[src/hmrc_pkg.sv]
// ----------------------------------------------------------------------------
// hmrc_pkg: shared types and constants of the homing motor run controller
// Item and result layouts, configuration register map and reset values.
// ----------------------------------------------------------------------------
package hmrc_pkg;

    localparam int unsigned CFG_DATA_W = 16;
    localparam int unsigned CFG_IDX_W  = 3;
    localparam int unsigned DEB_W      = 4;

    // configuration register map
    localparam logic [CFG_IDX_W-1:0] CFG_DEBOUNCE = 3'd0;
    localparam logic [CFG_IDX_W-1:0] CFG_BLANKING = 3'd1;
    localparam logic [CFG_IDX_W-1:0] CFG_OVERRUN  = 3'd2;
    localparam logic [CFG_IDX_W-1:0] CFG_SAFETY   = 3'd3;
    localparam logic [CFG_IDX_W-1:0] CFG_LOCKOUT  = 3'd4;
    localparam logic [CFG_IDX_W-1:0] CFG_GUARD    = 3'd5;

    // reset values of the configuration registers
    localparam logic [DEB_W-1:0]      RST_DEBOUNCE = 4'd3;
    localparam logic [CFG_DATA_W-1:0] RST_BLANKING = 16'd250;
    localparam logic [CFG_DATA_W-1:0] RST_OVERRUN  = 16'd50;
    localparam logic [CFG_DATA_W-1:0] RST_SAFETY   = 16'd1500;
    localparam logic [CFG_DATA_W-1:0] RST_LOCKOUT  = 16'd1000;
    localparam logic [CFG_DATA_W-1:0] RST_GUARD    = 16'd50;

    typedef enum logic [1:0] {
        REQ_NONE         = 2'd0,
        REQ_ACCEPTED     = 2'd1,
        REQ_REFUSED_RUN  = 2'd2,
        REQ_REFUSED_LOCK = 2'd3
    } t_req_status;

    typedef struct packed {
        logic hall_raw;
        logic run_request;
        logic button_edge;
    } t_item;

    typedef struct packed {
        logic        motor_on;
        logic        run_done;
        logic        run_jammed;
        t_req_status request_status;
        logic        hall_level;
    } t_result;

    typedef struct packed {
        logic [DEB_W-1:0]      debounce_samples;
        logic [CFG_DATA_W-1:0] blanking_ticks;
        logic [CFG_DATA_W-1:0] overrun_ticks;
        logic [CFG_DATA_W-1:0] safety_ticks;
        logic [CFG_DATA_W-1:0] lockout_ticks;
        logic [CFG_DATA_W-1:0] button_guard_ticks;
    } t_cfg;

endpackage

[src/hmrc_stream_if.sv]
// ----------------------------------------------------------------------------
// hmrc_stream_if: valid/ready channel
// One transaction moves when valid and ready are both high at a clock edge.
// ----------------------------------------------------------------------------
interface hmrc_stream_if #(
    parameter type T = logic
);
    logic valid;
    logic ready;
    T     data;

    modport source (output valid, output data, input ready);
    modport sink   (input valid, input data, output ready);
endinterface

[src/hmrc_cfg.sv]
// ----------------------------------------------------------------------------
// hmrc_cfg: configuration register file
// Decodes the write port into the six timing registers.
// ----------------------------------------------------------------------------
module hmrc_cfg (
    input  logic                               i_clk,
    input  logic                               i_rst_n,
    input  logic                               i_cfg_we,
    input  logic [hmrc_pkg::CFG_IDX_W-1:0]     i_cfg_idx,
    input  logic [hmrc_pkg::CFG_DATA_W-1:0]    i_cfg_data,
    output hmrc_pkg::t_cfg                     o_cfg
);

    hmrc_pkg::t_cfg r_cfg;

    always_ff @(posedge i_clk) begin
        if (!i_rst_n) begin
            r_cfg.debounce_samples   <= hmrc_pkg::RST_DEBOUNCE;
            r_cfg.blanking_ticks     <= hmrc_pkg::RST_BLANKING;
            r_cfg.overrun_ticks      <= hmrc_pkg::RST_OVERRUN;
            r_cfg.safety_ticks       <= hmrc_pkg::RST_SAFETY;
            r_cfg.lockout_ticks      <= hmrc_pkg::RST_LOCKOUT;
            r_cfg.button_guard_ticks <= hmrc_pkg::RST_GUARD;
        end else if (i_cfg_we) begin
            case (i_cfg_idx)
                hmrc_pkg::CFG_DEBOUNCE: begin
                    r_cfg.debounce_samples <= i_cfg_data[hmrc_pkg::DEB_W-1:0];
                end
                hmrc_pkg::CFG_BLANKING: r_cfg.blanking_ticks     <= i_cfg_data;
                hmrc_pkg::CFG_OVERRUN:  r_cfg.overrun_ticks      <= i_cfg_data;
                hmrc_pkg::CFG_SAFETY:   r_cfg.safety_ticks       <= i_cfg_data;
                hmrc_pkg::CFG_LOCKOUT:  r_cfg.lockout_ticks      <= i_cfg_data;
                hmrc_pkg::CFG_GUARD:    r_cfg.button_guard_ticks <= i_cfg_data;
                default: ;  // unmapped index, write dropped
            endcase
        end
    end

    assign o_cfg = r_cfg;

endmodule

[src/hmrc_core.sv]
// ----------------------------------------------------------------------------
// hmrc_core: per-tick run controller
// Button guard, lockout, request decision, hall debounce, blanking, overrun
// and safety timeout; all state and the result register update on i_en.
// ----------------------------------------------------------------------------
module hmrc_core #(
    parameter int unsigned TIME_BITS = 16
) (
    input  logic              i_clk,
    input  logic              i_rst_n,
    input  logic              i_en,
    input  hmrc_pkg::t_item   i_item,
    input  hmrc_pkg::t_cfg    i_cfg,
    output hmrc_pkg::t_result o_result
);

    localparam int unsigned WW = (TIME_BITS > hmrc_pkg::CFG_DATA_W) ?
                                 TIME_BITS : hmrc_pkg::CFG_DATA_W;
    localparam logic [TIME_BITS-1:0] TMAX   = '1;
    localparam logic [WW-1:0]        TMAX_W = WW'(TMAX);
    localparam logic [TIME_BITS-1:0] T_ONE  = TIME_BITS'(1);
    localparam logic [hmrc_pkg::DEB_W-1:0] CC_MAX = '1;
    localparam logic [hmrc_pkg::DEB_W-1:0] CC_ONE = {{(hmrc_pkg::DEB_W-1){1'b0}}, 1'b1};

    typedef enum logic [1:0] {
        PH_IDLE    = 2'd0,
        PH_RUN     = 2'd1,
        PH_OVERRUN = 2'd2
    } t_phase;

    // register values beyond the counter range saturate to its ceiling
    function automatic logic [TIME_BITS-1:0] clamp_t(
        input logic [hmrc_pkg::CFG_DATA_W-1:0] v
    );
        logic [WW-1:0] w;
        begin
            w = WW'(v);
            clamp_t = (w > TMAX_W) ? TMAX : TIME_BITS'(w);
        end
    endfunction

    function automatic logic [TIME_BITS-1:0] sat_inc(input logic [TIME_BITS-1:0] v);
        sat_inc = (v == TMAX) ? TMAX : v + T_ONE;
    endfunction

    t_phase                     r_phase, n_phase;
    logic [TIME_BITS-1:0]       r_run_elapsed, n_run_elapsed;
    logic [TIME_BITS-1:0]       r_overrun_left, n_overrun_left;
    logic [TIME_BITS-1:0]       r_lockout_left, n_lockout_left;
    logic [TIME_BITS-1:0]       r_since_button, n_since_button;
    logic                       r_deb_hall, n_deb_hall;
    logic [hmrc_pkg::DEB_W-1:0] r_change_count, n_change_count;
    logic                       r_mag_cleared, n_mag_cleared;
    hmrc_pkg::t_result          r_result, n_result;

    logic [TIME_BITS-1:0] w_blanking, w_overrun, w_safety, w_lockout, w_guard;

    assign w_blanking = clamp_t(i_cfg.blanking_ticks);
    assign w_overrun  = clamp_t(i_cfg.overrun_ticks);
    assign w_safety   = clamp_t(i_cfg.safety_ticks);
    assign w_lockout  = clamp_t(i_cfg.lockout_ticks);
    assign w_guard    = clamp_t(i_cfg.button_guard_ticks);

    always_comb begin
        logic                 req;
        logic                 stop;
        logic                 done;
        logic                 jam;
        logic [TIME_BITS-1:0] el;
        hmrc_pkg::t_req_status status;

        n_phase        = r_phase;
        n_run_elapsed  = r_run_elapsed;
        n_overrun_left = r_overrun_left;
        n_lockout_left = r_lockout_left;
        n_deb_hall     = r_deb_hall;
        n_change_count = r_change_count;
        n_mag_cleared  = r_mag_cleared;
        req            = i_item.run_request;
        stop           = 1'b0;
        done           = 1'b0;
        jam            = 1'b0;
        status         = hmrc_pkg::REQ_NONE;
        el             = '0;

        // button guard
        if (i_item.button_edge && (r_since_button >= w_guard || r_since_button == TMAX)) begin
            req            = 1'b1;
            n_since_button = T_ONE;
        end else begin
            n_since_button = sat_inc(r_since_button);
        end

        if (r_phase == PH_IDLE && r_lockout_left != '0) begin
            n_lockout_left = r_lockout_left - T_ONE;
        end

        if (req) begin
            if (r_phase != PH_IDLE) begin
                status = hmrc_pkg::REQ_REFUSED_RUN;
            end else if (n_lockout_left != '0) begin
                status = hmrc_pkg::REQ_REFUSED_LOCK;
            end else begin
                status         = hmrc_pkg::REQ_ACCEPTED;
                n_phase        = PH_RUN;
                n_run_elapsed  = '0;
                n_deb_hall     = i_item.hall_raw;
                n_change_count = '0;
                n_mag_cleared  = !i_item.hall_raw;
            end
        end

        case (n_phase)
            PH_RUN: begin
                el = n_run_elapsed;
                if (el > w_safety || el == TMAX) begin
                    jam  = 1'b1;
                    stop = 1'b1;
                end else begin
                    if (i_item.hall_raw == n_deb_hall) begin
                        n_change_count = '0;
                    end else begin
                        if (n_change_count != CC_MAX) begin
                            n_change_count = n_change_count + CC_ONE;
                        end
                        if (n_change_count >= i_cfg.debounce_samples) begin
                            n_deb_hall     = i_item.hall_raw;
                            n_change_count = '0;
                        end
                    end
                    if (!n_deb_hall) begin
                        n_mag_cleared = 1'b1;
                    end else if (el >= w_blanking && n_mag_cleared) begin
                        // home return after a clear: overrun, or stop at once
                        if (w_overrun == '0) begin
                            done = 1'b1;
                            stop = 1'b1;
                        end else begin
                            n_phase        = PH_OVERRUN;
                            n_overrun_left = w_overrun;
                        end
                    end
                    n_run_elapsed = sat_inc(el);
                end
            end
            PH_OVERRUN: begin
                if (n_overrun_left != '0) begin
                    n_overrun_left = n_overrun_left - T_ONE;
                end
                if (n_overrun_left == '0) begin
                    done = 1'b1;
                    stop = 1'b1;
                end
            end
            default: ;
        endcase

        if (stop) begin
            n_phase        = PH_IDLE;
            n_overrun_left = '0;
            n_lockout_left = w_lockout;
        end

        n_result.motor_on       = (n_phase != PH_IDLE);
        n_result.run_done       = done;
        n_result.run_jammed     = jam;
        n_result.request_status = status;
        n_result.hall_level     = n_deb_hall;
    end

    always_ff @(posedge i_clk) begin
        if (!i_rst_n) begin
            r_phase        <= PH_IDLE;
            r_run_elapsed  <= '0;
            r_overrun_left <= '0;
            r_lockout_left <= '0;
            r_since_button <= '0;
            r_deb_hall     <= 1'b0;
            r_change_count <= '0;
            r_mag_cleared  <= 1'b0;
            r_result       <= '0;
        end else if (i_en) begin
            r_phase        <= n_phase;
            r_run_elapsed  <= n_run_elapsed;
            r_overrun_left <= n_overrun_left;
            r_lockout_left <= n_lockout_left;
            r_since_button <= n_since_button;
            r_deb_hall     <= n_deb_hall;
            r_change_count <= n_change_count;
            r_mag_cleared  <= n_mag_cleared;
            r_result       <= n_result;
        end
    end

    assign o_result = r_result;

    // a run never ends by both causes in one tick
    a_end_exclusive: assert property (@(posedge i_clk) disable iff (!i_rst_n)
        !(r_result.run_done && r_result.run_jammed))
        else $error("run_done and run_jammed together");

    // an end pulse always leaves the motor off
    a_end_stops: assert property (@(posedge i_clk) disable iff (!i_rst_n)
        (r_result.run_done || r_result.run_jammed) |-> !r_result.motor_on)
        else $error("end pulse with motor still on");

    // an accepted request always leaves the motor running
    a_accept_runs: assert property (@(posedge i_clk) disable iff (!i_rst_n)
        (r_result.request_status == hmrc_pkg::REQ_ACCEPTED) |-> r_result.motor_on)
        else $error("accepted request without motor on");

    // result motor level follows the phase register
    a_motor_phase: assert property (@(posedge i_clk) disable iff (!i_rst_n)
        $past(i_en) |-> (r_result.motor_on == (r_phase != PH_IDLE)))
        else $error("motor_on disagrees with phase");

    // overrun counter is cleared whenever idle
    a_idle_overrun: assert property (@(posedge i_clk) disable iff (!i_rst_n)
        (r_phase == PH_IDLE) |-> (r_overrun_left == '0))
        else $error("overrun count left over while idle");

endmodule

[src/homing_motor_run_controller.sv]
// ----------------------------------------------------------------------------
// homing_motor_run_controller: one-millisecond-tick motor homing controller
// Input register, per-tick control core and result register.
// ----------------------------------------------------------------------------
//  channel     dir  handshake        payload
//  i_tick      in   valid/ready      hall_raw, run_request, button_edge
//  o_result    out  valid/ready      motor_on, run_done, run_jammed,
//                                    request_status, hall_level
//  i_cfg_*     in   write enable     register index, 16-bit data
//
//  One tick transaction per clock unless the result stalls; a taken tick
//  waits in the input register until the core takes it and offers a result.
//  Reset is synchronous; the block takes ticks in the first cycle after it.
//  A stalled result holds the input register; a new tick is still taken
//  while the result register moves on in the same cycle.
// ----------------------------------------------------------------------------
module homing_motor_run_controller #(
    parameter int unsigned TIME_BITS = 16
) (
    input  logic                            i_clk,
    input  logic                            i_rst_n,
    hmrc_stream_if.sink                     i_tick,
    hmrc_stream_if.source                   o_result,
    input  logic                            i_cfg_we,
    input  logic [hmrc_pkg::CFG_IDX_W-1:0]  i_cfg_idx,
    input  logic [hmrc_pkg::CFG_DATA_W-1:0] i_cfg_data
);

    logic              r_in_valid;
    hmrc_pkg::t_item   r_in_item;
    logic              r_out_valid;
    logic              w_adv;
    hmrc_pkg::t_cfg    w_cfg;
    hmrc_pkg::t_result w_result;

    assign w_adv        = r_in_valid && (!r_out_valid || o_result.ready);
    assign i_tick.ready = !r_in_valid || w_adv;

    always_ff @(posedge i_clk) begin
        if (!i_rst_n) begin
            r_in_valid  <= 1'b0;
            r_out_valid <= 1'b0;
        end else begin
            if (i_tick.ready) begin
                r_in_valid <= i_tick.valid;
            end
            if (w_adv) begin
                r_out_valid <= 1'b1;
            end else if (o_result.ready) begin
                r_out_valid <= 1'b0;
            end
        end
    end

    always_ff @(posedge i_clk) begin
        if (i_tick.valid && i_tick.ready) begin
            r_in_item <= i_tick.data;
        end
    end

    hmrc_cfg u_cfg (
        .i_clk      (i_clk),
        .i_rst_n    (i_rst_n),
        .i_cfg_we   (i_cfg_we),
        .i_cfg_idx  (i_cfg_idx),
        .i_cfg_data (i_cfg_data),
        .o_cfg      (w_cfg)
    );

    hmrc_core #(
        .TIME_BITS (TIME_BITS)
    ) u_core (
        .i_clk    (i_clk),
        .i_rst_n  (i_rst_n),
        .i_en     (w_adv),
        .i_item   (r_in_item),
        .i_cfg    (w_cfg),
        .o_result (w_result)
    );

    assign o_result.valid = r_out_valid;
    assign o_result.data  = w_result;

    // a held tick stays held until the core takes it
    a_in_hold: assert property (@(posedge i_clk) disable iff (!i_rst_n)
        (r_in_valid && !w_adv) |=> r_in_valid)
        else $error("pending tick dropped");

    // a core update always produces a result transaction
    a_adv_out: assert property (@(posedge i_clk) disable iff (!i_rst_n)
        w_adv |=> r_out_valid)
        else $error("tick processed without a result");

endmodule

[src/flat_wrapper.sv]
// flat-port wrapper written by rule: the top's interface ports become plain ports
module homing_motor_run_controller_flat 
#(
    parameter int unsigned TIME_BITS = 16
)
  (i_clk, i_rst_n, i_cfg_we, i_cfg_idx, i_cfg_data, i_tick_valid, i_tick_data, i_tick_ready, o_result_valid, o_result_data, o_result_ready);
  hmrc_stream_if #(.T(hmrc_pkg::t_item)) i_tick_i ();
  hmrc_stream_if #(.T(hmrc_pkg::t_result)) o_result_i ();
  input  logic i_clk;
  input  logic i_rst_n;
  input  logic i_cfg_we;
  input  logic [hmrc_pkg::CFG_IDX_W-1:0] i_cfg_idx;
  input  logic [hmrc_pkg::CFG_DATA_W-1:0] i_cfg_data;
  input wire logic [$bits(i_tick_i.valid)-1:0] i_tick_valid;
  input wire logic [$bits(i_tick_i.data)-1:0] i_tick_data;
  output wire logic [$bits(i_tick_i.ready)-1:0] i_tick_ready;
  output wire logic [$bits(o_result_i.valid)-1:0] o_result_valid;
  output wire logic [$bits(o_result_i.data)-1:0] o_result_data;
  input wire logic [$bits(o_result_i.ready)-1:0] o_result_ready;
  assign i_tick_i.valid = i_tick_valid;
  assign i_tick_i.data = i_tick_data;
  assign i_tick_ready = i_tick_i.ready;
  assign o_result_valid = o_result_i.valid;
  assign o_result_data = o_result_i.data;
  assign o_result_i.ready = o_result_ready;
  homing_motor_run_controller #(.TIME_BITS(TIME_BITS)) u_core (.i_clk(i_clk), .i_rst_n(i_rst_n), .i_tick(i_tick_i), .o_result(o_result_i), .i_cfg_we(i_cfg_we), .i_cfg_idx(i_cfg_idx), .i_cfg_data(i_cfg_data));
endmodule
[config.mk]
export PLATFORM = sky130hd
export DESIGN_NAME = homing_motor_run_controller_flat
export DESIGN_NICKNAME = d
export VERILOG_FILES = /design/src/hmrc_pkg.sv /design/src/hmrc_stream_if.sv /design/src/hmrc_cfg.sv /design/src/hmrc_core.sv /design/src/homing_motor_run_controller.sv /design/src/flat_wrapper.sv
export SDC_FILE = /design/constraint.sdc
export NUM_CORES = 1
export LEC_CHECK = 0
export BUFFER_PORTS_ARGS = -buffer_cell sky130_fd_sc_hd__buf_2
export CORE_ASPECT_RATIO = 1.4
export CORE_MARGIN = 4
export CORE_UTILIZATION = 55
export DETAILED_ROUTE_END_ITERATION = 6
export GPL_TIMING_DRIVEN = 0
export PLACE_DENSITY = 0.79
export RECOVER_POWER = 25
export SYNTH_ARGS = -nofsm -noshare
export SYNTH_HDL_FRONTEND = slang
export SYNTH_HIERARCHICAL = 1
export SYNTH_SLANG_ARGS = --single-unit
export TNS_END_PERCENT = 10
[constraint.sdc]
create_clock -name i_clk -period 8.2 [get_ports i_clk]
set_clock_uncertainty 0.1 [all_clocks]
set_input_delay 0.41 -clock i_clk [delete_from_list [all_inputs] [get_ports i_clk]]
set_output_delay 0.41 -clock i_clk [all_outputs]
set_load 0.1 [all_outputs]
==> impl_results.md <==
* Status: complete, no violations
* Die Footprint at 20500 sq um
* Unrepaired setup endpoints after global routing: no
* Final net count at about 1400
* Post_cts resized at 0
* Antenna violations before repair at 0
* Final setup viols at 0
* Routability cong. at approximately 0.96
* Overall Power at 2.34 mW
* Worst path required time at 8470 ps
* Mapped Cells at 1220
* Layout cells sized above 1 at 7.62%
* Worst-margin pin slew at 1070 ps
* Setup crit end kind: flip-flop
* R2R Path End: u_core/u_core/r_change_count[1]$_SDFFE_PN0P_
* Mapped Area at 10000 sq um
* Die Height at 168 um
* Post-synthesis sequential area ratio at 33.4%
* CTS sink cnt at 166
* Iter 0 DRT Violations at 881
* Number of global-route vias before repair at 9130
* Synthesized area per cell at 8.23 sq um
* Cell Rows at 58
* CP arrival at 8090 ps
* Post-synthesis cell type count at 80
* Post-synth top area cell: dfxtp_1
* Hold EP: u_core/r_in_item[2]$_DFFE_PP_
* Reg clk slew, reported paths at 70 ps
* Hold Buf Count CTS at 0
* First-pass GRT wire length at 47800 um
* I/O pin count at 35
* Synthesis-to-layout area growth at 10.2%
* Synth Flop Type: dfxtp_1
* Die width at 122 um
* Synth async-reset ratio at 0%
* Pwr/cell area at around 210 nW/um^2
* Reg-to-Reg Start: u_core/u_core/r_lockout_left[0]$_SDFFE_PN0P_
* Vias at 9695
* Critical path launch point type: flip-flop
* Flops & latches, synth at 166
* WL/cell at 19.7 um
* Share of the synthesized area in the top cell type at 32.5%
* Min-delay worst type: in2reg
* Largest net degree at the start of global routing at 17
* TritonRoute pass-1 iters at 5
* Ant diodes at 0
* HPWL Detailed at 22500 um
* Number of enable flip-flop cells after synthesis at 3
* Area occupied by multi-input gates at 6070 sq um
* Maximum vdd ir drop at around 160 uV
* Post-route setup slack at 377 ps
* Max Fclk at around 130 MHz
* CTS Root Buffer Type: clkbuf_16
* Area contributors post-synth: dfxtp_1 (32%), mux2i_1 (9.4%), ha_1 (7.1%), nand2_1 (5.3%), a21oi_1 (3.0%)
* Reg2reg path depth at 23
* Ys Warns at 6
* WL final at roughly 30000 um
* Worst-Skew Late Latency at around 430 ps
* CTS buffer count at 17
* Slew Viols, Final at 0
* FF/Latch Area at 3350 sq um
* Crit. Startpoint: u_core/u_core/r_lockout_left[0]$_SDFFE_PN0P_
* Post-CTS Setup Repair Bufs at 0
* DRC at 0
* Hold path start: i_tick_data[2]
* Most common cell in the netlist: dfxtp_1
* Setup TNS at 0 ps
* Crit share post-route at a little over nine tenths
* Detail Route Antenna Nets at 0
* Post-synth net total at 1304
* Hold path cells at 1
* Fin crit period at between 7000 and 8000 ps
* Vias per cell at 6.35
* Crit path max fanout at 10
* Fin. Hold Viols at 0
* Max cap viols at 0
* Fin Hold WS at 58.5 ps
* Core area at 18000 sq um
* Worst slack at placement at around 620 ps
* Layout fillers at 1605
* R2R Setup Slk at 380 ps
* Slew margin rel. at 27.8%
* H-tree levels at 4
* Port bufs at 34
* GR Util All Layers at about 29%
* Clock tree from TritonCTS: done
* Grt total ovfl at 0
* Max clock buf depth at 2
* Top cells by count, synth: dfxtp_1 (163), nand2_1 (142), mux2i_1 (94)
* Setup CP Type: reg2reg
* Initial Utilization at 55.8%
* LEAKAGE at 4.73 nW
final cells by class:
cell class / count / area share (%)
repair buffers: 34 / 1.53
inverters: 72 / 2.44
clock inverters: 15 / 1.30
clock buffers: 17 / 3.84
flip-flops and latches: 166 / 30.3
multi-input cells: 906 / 54.8
plain buffers: 76 / 3.13
well taps: 240 / 2.71
cell families after synthesis:
kind of cell | synth area share [%]
flip-flops | 33.4
buffers and inverters | 6.17
adder cells (fa/ha/maj) | 7.10
AO/OA/AOI/OAI | 17.7
AND/OR/NAND/NOR | 25.3
multiplexers | 9.52
XOR/XNOR | 0.785
power by group:
part	switching [mW]	total (mW)	leakage [nW]	internal [mW]
Clock	0.352	0.777	0.273	0.424
Sequential	0.0343	0.881	1.35	0.847
Combinational	0.430	0.685	3.10	0.255
Total	0.816	2.34	4.73	1.53
routing by layer:
metal	vias to the layer above	global-route usage (%)	wire, um
met2	481	47.9	14200
met5	-	0	0
met1	4560	37.0	12100
met4	0	15.2	1490
met3	104	4.91	2340
li1	4550	-	-
critical path, cell delays in order, from the launching register on:
cell and delay, ps:
dfxtp_1 290, clkbuf_1 180, inv_1 90, ha_1 250
or4b_4 480, buf_6 150, or4_4 520, mux2i_1 190
and4_1 230, and4b_1 270, nand2_1 300, clkbuf_1 450
clkbuf_1 300, and2_1 250, ha_1 240, and3_1 240
nand4_1 240, o31ai_1 970, nor2_1 110, o21ai_1 490
o21ai_1 510, a21oi_1 570, and3_1 230, a41o_1 100
registers in the layout, indices dropped and copies added (netlist names), 2 cells and up:
signal                        count
u_core/r_in_item                  3
u_core/u_core/r_since_button     16
u_core/u_core/r_lockout_left     16
u_core/u_cfg/o_cfg               84
u_core/u_core/r_change_count      4
u_core/u_core/r_overrun_left     16
u_core/u_core/r_run_elapsed      16
u_core/u_core/r_phase             2
u_core/u_core/o_result            6
through the flow:
stage	cells	area, sq um	utilization, %
after floorplan	1220	10000	-
after global placement	1494	10500	58.4
after detailed placement	1494	10500	58.4
after CTS	1526	11100	61.6
after global routing	1526	11100	61.5
final	1526	11100	61.5
how the worst max path moves through the flow:
stage	endpoint	cells after the start
2_1_floorplan	u_core/u_core/r_lockout_left[10]$_SDFFE_PN0P_	26
3_3_place_gp	u_core/u_core/r_change_count[1]$_SDFFE_PN0P_	23
3_5_place_dp	u_core/u_core/r_change_count[1]$_SDFFE_PN0P_	23
4_1_cts	u_core/u_core/r_change_count[1]$_SDFFE_PN0P_	23
5_1_grt	u_core/u_core/r_change_count[1]$_SDFFE_PN0P_	23
6_report	u_core/u_core/r_change_count[1]$_SDFFE_PN0P_	23
cells in the final DEF (no fill, tap or decap), types with 5 or more instances in the layout:
master	n
a32o_1	14
buf_2	43
clkbuf_1	59
nand3_1	47
nor3_1	30
nor3b_1	5
o21ai_0	49
a21o_1	7
clkbuf_16	17
and3_1	8
nand2b_1	7
o21a_1	13
ha_1	57
a211oi_1	16
or4_1	9
xnor2_1	5
nor2b_1	44
o31ai_1	16
a31oi_1	17
nand2_1	142
or3_1	12
and2_1	20
nand4_1	24
nand4b_1	5
inv_1	72
buf_6	5
nor4_1	30
a21boi_0	7
a22o_1	7
mux2i_1	94
a21oi_1	60
nor2_1	72
dfxtp_1	163
(Power assumes the default switching activity.)
